`src/sv/rcpdtm_pkg.sv`:
```
`timescale 1ns / 1ps
// ----------------------------------------------------------------------------
// RC pulse differential thrust mixer: shared package
// Widths, output range constants, register indices, controller states and
// the command bundle passed from the controller to the datapath.
// ----------------------------------------------------------------------------
package rcpdtm_pkg;

  // Field widths.
  localparam int W_W = 15;  // pulse widths and width limits
  localparam int M_W = 12;  // motor commands and motor limits

  // Output ranges of the two linear mappings.
  localparam int THRUST_OUT_LOW  = 1000;
  localparam int THRUST_OUT_HIGH = 2000;
  localparam int DIFF_OUT_LOW    = 0;
  localparam int DIFF_OUT_HIGH   = 200;

  // Datapath widths, all derived from the field widths.
  localparam int OFF_W   = W_W + 2;         // signed difference of two widths
  localparam int RANGE_W = M_W + 1;         // signed output range (d - c)
  localparam int PROD_W  = OFF_W + RANGE_W; // signed product
  localparam int NUM_W   = PROD_W - 1;      // dividend magnitude
  localparam int DEN_W   = OFF_W - 1;       // divisor magnitude
  localparam int VAL_W   = PROD_W + 1;      // mapped value with offset
  localparam int SUM_W   = VAL_W + 1;       // thrust plus or minus differential

  localparam int DIV_STEPS = NUM_W;
  localparam int CNT_W     = $clog2(DIV_STEPS);

  // Reset values of the configuration registers.
  localparam logic [W_W-1:0] TRIGGER_LOW_RST  = W_W'(1000);
  localparam logic [W_W-1:0] TRIGGER_MID_RST  = W_W'(1500);
  localparam logic [W_W-1:0] TRIGGER_HIGH_RST = W_W'(2000);
  localparam logic [W_W-1:0] WHEEL_LOW_RST    = W_W'(1000);
  localparam logic [W_W-1:0] WHEEL_MID_RST    = W_W'(1500);
  localparam logic [W_W-1:0] WHEEL_HIGH_RST   = W_W'(2000);
  localparam logic [M_W-1:0] MOTOR_LOW_RST    = M_W'(1000);
  localparam logic [M_W-1:0] MOTOR_HIGH_RST   = M_W'(2000);

  typedef enum logic [2:0] {
    REG_TRIGGER_LOW    = 3'd0,
    REG_TRIGGER_MIDDLE = 3'd1,
    REG_TRIGGER_HIGH   = 3'd2,
    REG_WHEEL_LOW      = 3'd3,
    REG_WHEEL_MIDDLE   = 3'd4,
    REG_WHEEL_HIGH     = 3'd5,
    REG_MOTOR_LOW      = 3'd6,
    REG_MOTOR_HIGH     = 3'd7
  } reg_idx_t;

  typedef enum logic [2:0] {
    ST_IDLE,
    ST_MUL,
    ST_LOAD,
    ST_DIV,
    ST_MAP,
    ST_MIX
  } state_t;

  typedef struct packed {
    logic capture;   // take the input widths, update the held widths
    logic multiply;  // form offsets, spans and products
    logic load;      // load both dividers with magnitudes
    logic step;      // one restoring division step
    logic map;       // apply signs and range starts
    logic mix;       // sum, difference, clamp, fill the output register
  } cmd_t;

endpackage

```
`src/sv/rcpdtm_div.sv`:
```
`timescale 1ns / 1ps
// ----------------------------------------------------------------------------
// RC pulse differential thrust mixer: iterative divider
// Unsigned restoring division, one quotient bit per step.
// ----------------------------------------------------------------------------
module rcpdtm_div #(
  parameter int NUM_W = 29,
  parameter int DEN_W = 16
) (
  input  logic             clk,
  input  logic             load,
  input  logic             step,
  input  logic [NUM_W-1:0] num,
  input  logic [DEN_W-1:0] den,
  output logic [NUM_W-1:0] quo
);

  logic [DEN_W-1:0] rem_r, rem_nxt;
  logic [NUM_W-1:0] quo_r, quo_nxt;
  logic [DEN_W-1:0] den_r;
  logic [DEN_W:0]   shifted;
  logic [DEN_W:0]   trial;

  always_comb begin
    shifted = {rem_r, quo_r[NUM_W-1]};
    trial   = shifted - {1'b0, den_r};
    if (shifted >= {1'b0, den_r}) begin
      rem_nxt = trial[DEN_W-1:0];
      quo_nxt = {quo_r[NUM_W-2:0], 1'b1};
    end else begin
      rem_nxt = shifted[DEN_W-1:0];
      quo_nxt = {quo_r[NUM_W-2:0], 1'b0};
    end
  end

  always_ff @(posedge clk) begin
    if (load) begin
      rem_r <= '0;
      quo_r <= num;
      den_r <= den;
    end else if (step) begin
      rem_r <= rem_nxt;
      quo_r <= quo_nxt;
    end
  end

  assign quo = quo_r;

endmodule

```
`src/sv/rcpdtm_datapath.sv`:
```
`timescale 1ns / 1ps
// ----------------------------------------------------------------------------
// RC pulse differential thrust mixer: datapath
// Configuration registers, held widths, products, two dividers and the
// motor mixing stage with its output register.
// ----------------------------------------------------------------------------
module rcpdtm_datapath (
  input  logic                          clk,
  input  logic                          rst_n,
  input  rcpdtm_pkg::cmd_t              cmd,
  input  logic                          cfg_we,
  input  rcpdtm_pkg::reg_idx_t          cfg_index,
  input  logic [rcpdtm_pkg::W_W-1:0]    cfg_data,
  input  logic [rcpdtm_pkg::W_W-1:0]    in_trigger_width,
  input  logic [rcpdtm_pkg::W_W-1:0]    in_wheel_width,
  output logic [rcpdtm_pkg::M_W-1:0]    out_front_command,
  output logic [rcpdtm_pkg::M_W-1:0]    out_rear_command,
  output logic [rcpdtm_pkg::W_W-1:0]    out_trigger_used,
  output logic [rcpdtm_pkg::W_W-1:0]    out_wheel_used
);

  import rcpdtm_pkg::*;

  localparam logic signed [RANGE_W-1:0] THRUST_RANGE =
    RANGE_W'(THRUST_OUT_HIGH - THRUST_OUT_LOW);
  localparam logic signed [RANGE_W-1:0] DIFF_RANGE =
    RANGE_W'(DIFF_OUT_HIGH - DIFF_OUT_LOW);

  // Configuration registers.
  logic [W_W-1:0] trig_low_r, trig_mid_r, trig_high_r;
  logic [W_W-1:0] wheel_low_r, wheel_mid_r, wheel_high_r;
  logic [M_W-1:0] motor_low_r, motor_high_r;

  // Held widths; after a capture they are also the widths in use.
  logic [W_W-1:0] held_trig_r, held_trig_nxt;
  logic [W_W-1:0] held_wheel_r, held_wheel_nxt;

  // Product stage.
  logic signed [OFF_W-1:0]  t_off, w_off, t_span, w_span;
  logic [W_W-1:0]           w_end;
  logic                     wheel_pos;
  logic signed [PROD_W-1:0] t_prod_r, w_prod_r;
  logic signed [OFF_W-1:0]  t_span_r, w_span_r;
  logic                     wheel_pos_r;

  // Divider load stage.
  logic [NUM_W-1:0] t_num, w_num;
  logic [DEN_W-1:0] t_den, w_den;
  logic             t_qneg_r, w_qneg_r, t_zero_r, w_zero_r;
  logic [NUM_W-1:0] t_quo, w_quo;

  // Mapping and mixing stages.
  logic signed [VAL_W-1:0] t_sq, w_sq, w_map;
  logic signed [VAL_W-1:0] thrust_r, thrust_nxt, diff_r, diff_nxt;
  logic signed [SUM_W-1:0] front_sum, rear_sum;

  logic [M_W-1:0] front_r, rear_r;
  logic [W_W-1:0] trig_used_r, wheel_used_r;

  function automatic logic [W_W-1:0] clamp_width(input logic [W_W-1:0] w,
                                                 input logic [W_W-1:0] lo,
                                                 input logic [W_W-1:0] hi);
    logic [W_W-1:0] v;
    v = w;
    if (v < lo) v = lo;
    if (v > hi) v = hi;
    return v;
  endfunction

  // The low limit is checked first, so with inverted limits a sum below the
  // low limit gives the low limit and any other sum gives the high limit.
  function automatic logic [M_W-1:0] clamp_motor(input logic signed [SUM_W-1:0] v,
                                                 input logic [M_W-1:0] lo,
                                                 input logic [M_W-1:0] hi);
    logic [M_W-1:0] r;
    if (v < $signed(SUM_W'(lo))) r = lo;
    else if (v > $signed(SUM_W'(hi))) r = hi;
    else r = v[M_W-1:0];
    return r;
  endfunction

  // Configuration writes.
  always_ff @(posedge clk) begin
    if (!rst_n) begin
      trig_low_r   <= TRIGGER_LOW_RST;
      trig_mid_r   <= TRIGGER_MID_RST;
      trig_high_r  <= TRIGGER_HIGH_RST;
      wheel_low_r  <= WHEEL_LOW_RST;
      wheel_mid_r  <= WHEEL_MID_RST;
      wheel_high_r <= WHEEL_HIGH_RST;
      motor_low_r  <= MOTOR_LOW_RST;
      motor_high_r <= MOTOR_HIGH_RST;
    end else if (cfg_we) begin
      unique case (cfg_index)
        REG_TRIGGER_LOW:    trig_low_r   <= cfg_data;
        REG_TRIGGER_MIDDLE: trig_mid_r   <= cfg_data;
        REG_TRIGGER_HIGH:   trig_high_r  <= cfg_data;
        REG_WHEEL_LOW:      wheel_low_r  <= cfg_data;
        REG_WHEEL_MIDDLE:   wheel_mid_r  <= cfg_data;
        REG_WHEEL_HIGH:     wheel_high_r <= cfg_data;
        REG_MOTOR_LOW:      motor_low_r  <= cfg_data[M_W-1:0];
        REG_MOTOR_HIGH:     motor_high_r <= cfg_data[M_W-1:0];
        default: ;
      endcase
    end
  end

  // Hold on a missing pulse, otherwise clamp and hold.
  always_comb begin
    held_trig_nxt  = held_trig_r;
    held_wheel_nxt = held_wheel_r;
    if (cmd.capture) begin
      if (in_trigger_width != '0)
        held_trig_nxt = clamp_width(in_trigger_width, trig_low_r, trig_high_r);
      if (in_wheel_width != '0)
        held_wheel_nxt = clamp_width(in_wheel_width, wheel_low_r, wheel_high_r);
    end
  end

  always_ff @(posedge clk) begin
    if (!rst_n) begin
      held_trig_r  <= TRIGGER_MID_RST;
      held_wheel_r <= WHEEL_MID_RST;
    end else begin
      held_trig_r  <= held_trig_nxt;
      held_wheel_r <= held_wheel_nxt;
    end
  end

  // Offsets, spans and products.
  always_comb begin
    wheel_pos = (held_wheel_r >= wheel_mid_r);
    w_end     = wheel_pos ? wheel_high_r : wheel_low_r;
    t_off     = $signed({2'b00, held_trig_r}) - $signed({2'b00, trig_mid_r});
    t_span    = $signed({2'b00, trig_high_r}) - $signed({2'b00, trig_mid_r});
    w_off     = $signed({2'b00, held_wheel_r}) - $signed({2'b00, wheel_mid_r});
    w_span    = $signed({2'b00, w_end}) - $signed({2'b00, wheel_mid_r});
  end

  always_ff @(posedge clk) begin
    if (cmd.multiply) begin
      t_prod_r    <= PROD_W'(t_off) * PROD_W'(THRUST_RANGE);
      w_prod_r    <= PROD_W'(w_off) * PROD_W'(DIFF_RANGE);
      t_span_r    <= t_span;
      w_span_r    <= w_span;
      wheel_pos_r <= wheel_pos;
    end
  end

  // Magnitudes for the dividers; the quotient sign is restored afterwards,
  // which gives division truncating towards zero.
  always_comb begin
    t_num = t_prod_r[PROD_W-1] ? NUM_W'(-t_prod_r) : NUM_W'(t_prod_r);
    w_num = w_prod_r[PROD_W-1] ? NUM_W'(-w_prod_r) : NUM_W'(w_prod_r);
    t_den = t_span_r[OFF_W-1] ? DEN_W'(-t_span_r) : DEN_W'(t_span_r);
    w_den = w_span_r[OFF_W-1] ? DEN_W'(-w_span_r) : DEN_W'(w_span_r);
  end

  always_ff @(posedge clk) begin
    if (cmd.load) begin
      t_qneg_r <= t_prod_r[PROD_W-1] ^ t_span_r[OFF_W-1];
      w_qneg_r <= w_prod_r[PROD_W-1] ^ w_span_r[OFF_W-1];
      t_zero_r <= (t_span_r == '0);
      w_zero_r <= (w_span_r == '0);
    end
  end

  rcpdtm_div #(
    .NUM_W (NUM_W),
    .DEN_W (DEN_W)
  ) u_div_thrust (
    .clk  (clk),
    .load (cmd.load),
    .step (cmd.step),
    .num  (t_num),
    .den  (t_den),
    .quo  (t_quo)
  );

  rcpdtm_div #(
    .NUM_W (NUM_W),
    .DEN_W (DEN_W)
  ) u_div_diff (
    .clk  (clk),
    .load (cmd.load),
    .step (cmd.step),
    .num  (w_num),
    .den  (w_den),
    .quo  (w_quo)
  );

  // A zero span maps to the range start.
  always_comb begin
    if (t_zero_r) t_sq = '0;
    else if (t_qneg_r) t_sq = -$signed(VAL_W'(t_quo));
    else t_sq = $signed(VAL_W'(t_quo));
    if (w_zero_r) w_sq = '0;
    else if (w_qneg_r) w_sq = -$signed(VAL_W'(w_quo));
    else w_sq = $signed(VAL_W'(w_quo));
    thrust_nxt = t_sq + VAL_W'(THRUST_OUT_LOW);
    w_map      = w_sq + VAL_W'(DIFF_OUT_LOW);
    diff_nxt   = wheel_pos_r ? w_map : -w_map;
  end

  always_ff @(posedge clk) begin
    if (cmd.map) begin
      thrust_r <= thrust_nxt;
      diff_r   <= diff_nxt;
    end
  end

  always_comb begin
    front_sum = SUM_W'(thrust_r) + SUM_W'(diff_r);
    rear_sum  = SUM_W'(thrust_r) - SUM_W'(diff_r);
  end

  always_ff @(posedge clk) begin
    if (cmd.mix) begin
      front_r      <= clamp_motor(front_sum, motor_low_r, motor_high_r);
      rear_r       <= clamp_motor(rear_sum, motor_low_r, motor_high_r);
      trig_used_r  <= held_trig_r;
      wheel_used_r <= held_wheel_r;
    end
  end

  assign out_front_command = front_r;
  assign out_rear_command  = rear_r;
  assign out_trigger_used  = trig_used_r;
  assign out_wheel_used    = wheel_used_r;

endmodule

```
`src/sv/rcpdtm_ctrl.sv`:
```
`timescale 1ns / 1ps
// ----------------------------------------------------------------------------
// RC pulse differential thrust mixer: controller
// Sequences one frame through the datapath and owns both handshakes.
// ----------------------------------------------------------------------------
module rcpdtm_ctrl (
  input  logic             clk,
  input  logic             rst_n,
  input  logic             in_valid,
  output logic             in_ready,
  output logic             out_valid,
  input  logic             out_ready,
  output rcpdtm_pkg::cmd_t cmd
);

  import rcpdtm_pkg::*;

  state_t           state_r, state_nxt;
  logic [CNT_W-1:0] cnt_r, cnt_nxt;
  logic             out_valid_r, out_valid_nxt;

  always_ff @(posedge clk) begin
    if (!rst_n) begin
      state_r     <= ST_IDLE;
      cnt_r       <= '0;
      out_valid_r <= 1'b0;
    end else begin
      state_r     <= state_nxt;
      cnt_r       <= cnt_nxt;
      out_valid_r <= out_valid_nxt;
    end
  end

  always_comb begin
    state_nxt     = state_r;
    cnt_nxt       = cnt_r;
    out_valid_nxt = out_valid_r && !out_ready;
    cmd           = '0;
    in_ready      = 1'b0;
    unique case (state_r)
      ST_IDLE: begin
        in_ready = 1'b1;
        if (in_valid) begin
          cmd.capture = 1'b1;
          state_nxt   = ST_MUL;
        end
      end
      ST_MUL: begin
        cmd.multiply = 1'b1;
        state_nxt    = ST_LOAD;
      end
      ST_LOAD: begin
        cmd.load  = 1'b1;
        cnt_nxt   = '0;
        state_nxt = ST_DIV;
      end
      ST_DIV: begin
        cmd.step = 1'b1;
        if (cnt_r == CNT_W'(DIV_STEPS - 1)) begin
          state_nxt = ST_MAP;
        end else begin
          cnt_nxt = cnt_r + 1'b1;
        end
      end
      ST_MAP: begin
        cmd.map   = 1'b1;
        state_nxt = ST_MIX;
      end
      ST_MIX: begin
        // The output register is refilled only once its transfer has gone.
        if (!out_valid_r || out_ready) begin
          cmd.mix       = 1'b1;
          out_valid_nxt = 1'b1;
          state_nxt     = ST_IDLE;
        end
      end
      default: state_nxt = ST_IDLE;
    endcase
  end

  assign out_valid = out_valid_r;

  a_div_count: assert property (@(posedge clk) disable iff (!rst_n)
    state_r == ST_DIV |-> cnt_r <= CNT_W'(DIV_STEPS - 1))
    else $error("division step count out of range");

  a_map_after_div: assert property (@(posedge clk) disable iff (!rst_n)
    state_r == ST_MAP |-> $past(state_r) == ST_DIV &&
                          $past(cnt_r) == CNT_W'(DIV_STEPS - 1))
    else $error("mapping entered before all division steps");

  a_out_from_mix: assert property (@(posedge clk) disable iff (!rst_n)
    $rose(out_valid_r) |-> $past(state_r) == ST_MIX)
    else $error("result offered without a mixing step");

  a_no_overwrite: assert property (@(posedge clk) disable iff (!rst_n)
    cmd.mix |-> !out_valid_r || out_ready)
    else $error("output register overwritten before its transfer");

endmodule

```
`src/sv/rc_pulse_differential_thrust_mixer.sv`:
```
`timescale 1ns / 1ps
// ----------------------------------------------------------------------------
// RC pulse differential thrust mixer
// Turns trigger and wheel pulse widths into front and rear motor commands.
// ----------------------------------------------------------------------------
// One input transfer carries a radio frame: the trigger and wheel pulse widths
// in microseconds, where zero means no pulse and the last good width of that
// channel is reused. Other widths are clamped to the channel limits and held.
// The trigger maps from its middle to its high limit onto thrust 1000..2000;
// the wheel maps from its middle towards its high or low limit onto a signed
// differential of up to 200, with division truncating towards zero and a zero
// span giving the range start. Front is thrust plus differential, rear is
// thrust minus differential, both clamped to the motor limits. Each frame
// yields exactly one result transfer. Between one accepted transfer and the
// next, a frame goes through these steps in order: capture, product, divider
// load, 29 steps of the two restoring dividers that run side by side (one
// quotient bit per cycle), mapping and mixing. The result sits in an output
// register, so the next frame is accepted while it waits; the mixing step of
// that next frame waits only if the previous result is still untaken. The
// held widths start at the middle reset values and are not changed by
// configuration writes, which should be made while the block is idle.
// ----------------------------------------------------------------------------
module rc_pulse_differential_thrust_mixer (
  input  logic                          clk,
  input  logic                          rst_n,
  // Configuration write port.
  input  logic                          cfg_we,
  input  rcpdtm_pkg::reg_idx_t          cfg_index,
  input  logic [rcpdtm_pkg::W_W-1:0]    cfg_data,
  // Input channel.
  input  logic                          in_valid,
  output logic                          in_ready,
  input  logic [rcpdtm_pkg::W_W-1:0]    in_trigger_width,
  input  logic [rcpdtm_pkg::W_W-1:0]    in_wheel_width,
  // Result channel.
  output logic                          out_valid,
  input  logic                          out_ready,
  output logic [rcpdtm_pkg::M_W-1:0]    out_front_command,
  output logic [rcpdtm_pkg::M_W-1:0]    out_rear_command,
  output logic [rcpdtm_pkg::W_W-1:0]    out_trigger_used,
  output logic [rcpdtm_pkg::W_W-1:0]    out_wheel_used
);

  import rcpdtm_pkg::*;

  // The controller's only link to the datapath is this command bundle.
  cmd_t cmd;

  rcpdtm_ctrl u_ctrl (
    .clk       (clk),
    .rst_n     (rst_n),
    .in_valid  (in_valid),
    .in_ready  (in_ready),
    .out_valid (out_valid),
    .out_ready (out_ready),
    .cmd       (cmd)
  );

  // The datapath holds the configuration, the held widths, both dividers
  // and the output register.
  rcpdtm_datapath u_datapath (
    .clk               (clk),
    .rst_n             (rst_n),
    .cmd               (cmd),
    .cfg_we            (cfg_we),
    .cfg_index         (cfg_index),
    .cfg_data          (cfg_data),
    .in_trigger_width  (in_trigger_width),
    .in_wheel_width    (in_wheel_width),
    .out_front_command (out_front_command),
    .out_rear_command  (out_rear_command),
    .out_trigger_used  (out_trigger_used),
    .out_wheel_used    (out_wheel_used)
  );

endmodule
```
`config.mk`:
```
export PLATFORM = sky130hd
export DESIGN_NAME = rc_pulse_differential_thrust_mixer
export DESIGN_NICKNAME = d
export VERILOG_FILES = /design/src/sv/rcpdtm_pkg.sv /design/src/sv/rcpdtm_div.sv /design/src/sv/rcpdtm_datapath.sv /design/src/sv/rcpdtm_ctrl.sv /design/src/sv/rc_pulse_differential_thrust_mixer.sv
export SDC_FILE = /design/constraint.sdc
export NUM_CORES = 2
export LEC_CHECK = 0
export BUFFER_PORTS_ARGS = -buffer_cell sky130_fd_sc_hd__buf_2
export CORE_ASPECT_RATIO = 1.4
export CORE_MARGIN = 2
export CORE_UTILIZATION = 50
export DETAILED_ROUTE_END_ITERATION = 16
export GPL_TIMING_DRIVEN = 0
export PLACE_DENSITY = 0.7
export SETUP_SLACK_MARGIN = 0.4
export SLEW_MARGIN = 30
export SYNTH_ARGS = -nofsm -noshare
export SYNTH_HDL_FRONTEND = slang
export SYNTH_SLANG_ARGS = --single-unit
```
`constraint.sdc`:
```
create_clock -name clk -period 10 [get_ports clk]
set_input_delay 3 -clock clk [delete_from_list [all_inputs] [get_ports clk]]
set_output_delay 3 -clock clk [all_outputs]
set_load 0.005 [all_outputs]
```
==> impl_metrics.yaml <==
drt:
  drt_wl_total_mm: 99.7
  dr_total_vias: 29700
  drc_errors: 0
  wl_per_cell_um: 19.2
  first_pass_iters: 6
  viasPerCell: 5.73
  ant_nets: 0
  drt_iter0_drc: 1746
critical_path:
  reg2reg_from: "u_datapath.held_trig_r[0]"
  rrSetupSlack_ps: 2730
  worstSetupEndpointType: "flop"
  critPathLaunchType: "input pin"
  critical_path.max_fanout: 10
  critPathArrivalTime_ps: 8800
  worst_r2r_path_depth: 28
  worstPathRequired_ps: 10480
  r2r-end: "u_datapath.t_prod_r[24]"
  worstSetupPathType: "input pin to flop"
final_layout:
  area_growth_pct: 9.75
  final_cell_mix: "inv_1 (426), nand2_1 (424), ha_1 (365)"
  num-nets-final: 4695
  final_common_cell: "inv_1"
  drive_gt1_frac: 0.0705
  antennaDiodeCount: 0
yosys:
  yosysSeqAreaShare: 0.340
  synth-edff-count: 289
  synth-seq-cells: 474
  synthMuxAreaShare: 0.0291
  syn-num-nets: 4535
  synthSimpleGateAreaFrac: 0.154
  avgSynthCellArea_sq_um: 9.02
  synth_area_sq_um: 36500
  synthTopCellsByArea: "edfxtp_1 (24%), ha_1 (13%), dfxtp_1 (10%)"
  yosys.cell_types.count: 85
  syn_inst: 4043
  synth_top_family_by_area: "compound AO/OA/AOI/OAI gates"
  synth.largest_area_cell: "edfxtp_1"
  synth_compound_area_frac: 0.171
  ys_async_sr_fraction: 0
  ys.flop_type: "edfxtp_1"
  yosys_warnings: 0
  synth_top_area_share: 0.238
  synth_xor_area_frac: 0.0771
  synth_fa_ha_area_frac: 0.167
global_route:
  grt_max_degree: 35
  gr-total-overflow: 0
  grt_pass1_wl_mm: 154
  grt.total_usage: 0.262
  grt_pass1_vias: 28400
  antenna_found_initial: 0
floorplanning:
  dieHeight_um: 323
  fp.dieW_um: 232
  start_util: 0.503
  ios: 109
  placementRows: 117
  die-area_sq_um: 75100
  coreArea_sq_um: 72500
placement:
  hpwlAfterDp_mm: 80.0
  numPortBuffers: 91
  place_congestion: 0.964
timing:
  timing.fmax_ghz: 0.120
  fin_skew_ps: 20.8
  hold_viol: 0
  relSlewSlack: 0.320
  fin_crit_ps: 8320
  setup_viol: 0
  tightest_slew_ps: 1010
  fin_setup_tns_ps: 0
  rsz0062_at_grt: "false"
  drv_slew: 0
  timing.final.crit_share: 0.832
clock_tree:
  clk_pin_slew_ps: 70
  postCtsSetupRepairBufs: 0
  cts-htree-levels: 2
  postCtsResizedCells: 0
  root_buffer: "clkbuf_16"
  cts_tree: "done"
  numCtsBuffers: 45
  cts_buffer_depth: 3
  ctsHoldBuffers: 0
  worstSkewPairLatency_ps: 610
  cts.sinks: 474
min_path:
  min_from: "u_datapath.u_div_diff.rem_r[15]"
  hold_path_class: "flop to flop"
  min_path_cells: 2
  min_to: "u_datapath.u_div_diff.rem_r[15]"
run_status:
  status: "finished clean"
run:
  max-cap-violations: 0
[synthesized netlist by cell type, types with 70 or more instances]
cell	number
nand2_1	424
xor2_1	142
a21oi_1	184
fa_1	74
a21boi_0	77
ha_1	365
o211ai_1	89
nand3_1	75
clkbuf_1	130
inv_1	425
o21ai_0	227
xnor2_1	179
mux2i_1	70
edfxtp_1	289
dfxtp_1	185
nor2_1	241
[metrics by stage]
| step | util | hold WS (ps) | area [sq um] | setup slack (ps) | std cells |
|---|---|---|---|---|---|
| global placement | 0.526 | 443 | 38100 | 577 | 5086 |
| floorplan | - | 408 | 36500 | 2410 | 4043 |
| detailed placement | 0.530 | 444 | 38400 | 1060 | 5108 |
| global route | 0.552 | 478 | 40000 | 1430 | 5192 |
| CTS | 0.552 | 461 | 40000 | 1690 | 5192 |
| finish | 0.552 | 462 | 40000 | 1680 | 5192 |
[sequential cells by signal, summed over array words and instances, names as in the netlist, 16 cells and up]
name                           cells
u_datapath.diff_r                 31
u_datapath.t_prod_r               24
u_datapath.t_span_r               16
u_datapath.thrust_r               31
u_datapath.u_div_diff.den_r       16
u_datapath.u_div_diff.quo         29
u_datapath.u_div_diff.rem_r       16
u_datapath.u_div_thrust.den_r     16
u_datapath.u_div_thrust.quo       29
u_datapath.u_div_thrust.rem_r     16
u_datapath.w_prod_r               22
u_datapath.w_span_r               16
[layer usage]
metal,routed length [um],global-route usage,up-vias
li1,-,-,14600
met1,39300,0.304,14100
met2,49800,0.467,779
met3,4470,0.0289,214
met4,6060,0.144,0
met5,0,0,-
[critical path, cell delays in order]
cell and delay [ps]:
buf_2 130, ha_1 280, a21o_1 120, a21o_1 110, a21oi_1 70, nor2b_1 100, o21ai_0 80, a211o_1 290
o21ai_1 560, clkbuf_1 580, mux2_2 430, ha_1 290, o21a_1 110, o21a_1 160, o21a_1 160, o21a_1 170
o21a_1 160, o21a_1 150, o21ai_0 130, a22o_1 140, clkbuf_1 380, buf_1 650, mux2i_1 420, a21oi_1 120
[cells by family after synthesis]
| family | after synthesis |
|---|---|
| mux | 102 |
| fa+ha+maj | 443 |
| flops | 474 |
| buf+inv | 588 |
| compound gates | 940 |
| other cells | 1 |
| xor+xnor | 321 |
| simple gates | 1174 |
[layout make-up]
| cell class | count | area [sq um] |
|---|---|---|
| clock buffer | 65 | 1390 |
| multi-input combinational | 2981 | 21900 |
| inverter | 427 | 1600 |
| tap | 952 | 1190 |
| clock inverter | 19 | 191 |
| fill | 6562 | 32500 |
| sequential | 474 | 12400 |
| buffer | 161 | 661 |
| timing repair buffer | 113 | 709 |
[worst max path at each step]
stage                       from                           to  slack, ps  cells past startpoint
6_report       in_wheel_width[1]   u_datapath.held_wheel_r[2]       1680                     24
5_1_grt        in_wheel_width[1]   u_datapath.held_wheel_r[2]       1430                     24
2_1_floorplan  in_wheel_width[1]  u_datapath.held_wheel_r[10]       2410                     23
4_1_cts        in_wheel_width[1]   u_datapath.held_wheel_r[2]       1690                     24
3_3_place_gp   u_ctrl.state_r[0]      u_datapath.w_prod_r[24]        580                      2
3_5_place_dp   in_wheel_width[1]   u_datapath.held_wheel_r[2]       1060                     25
Power is left out: the tool's default activity adds up to more than one toggle a clock period on the data nets, which glitch-free logic cannot reach.
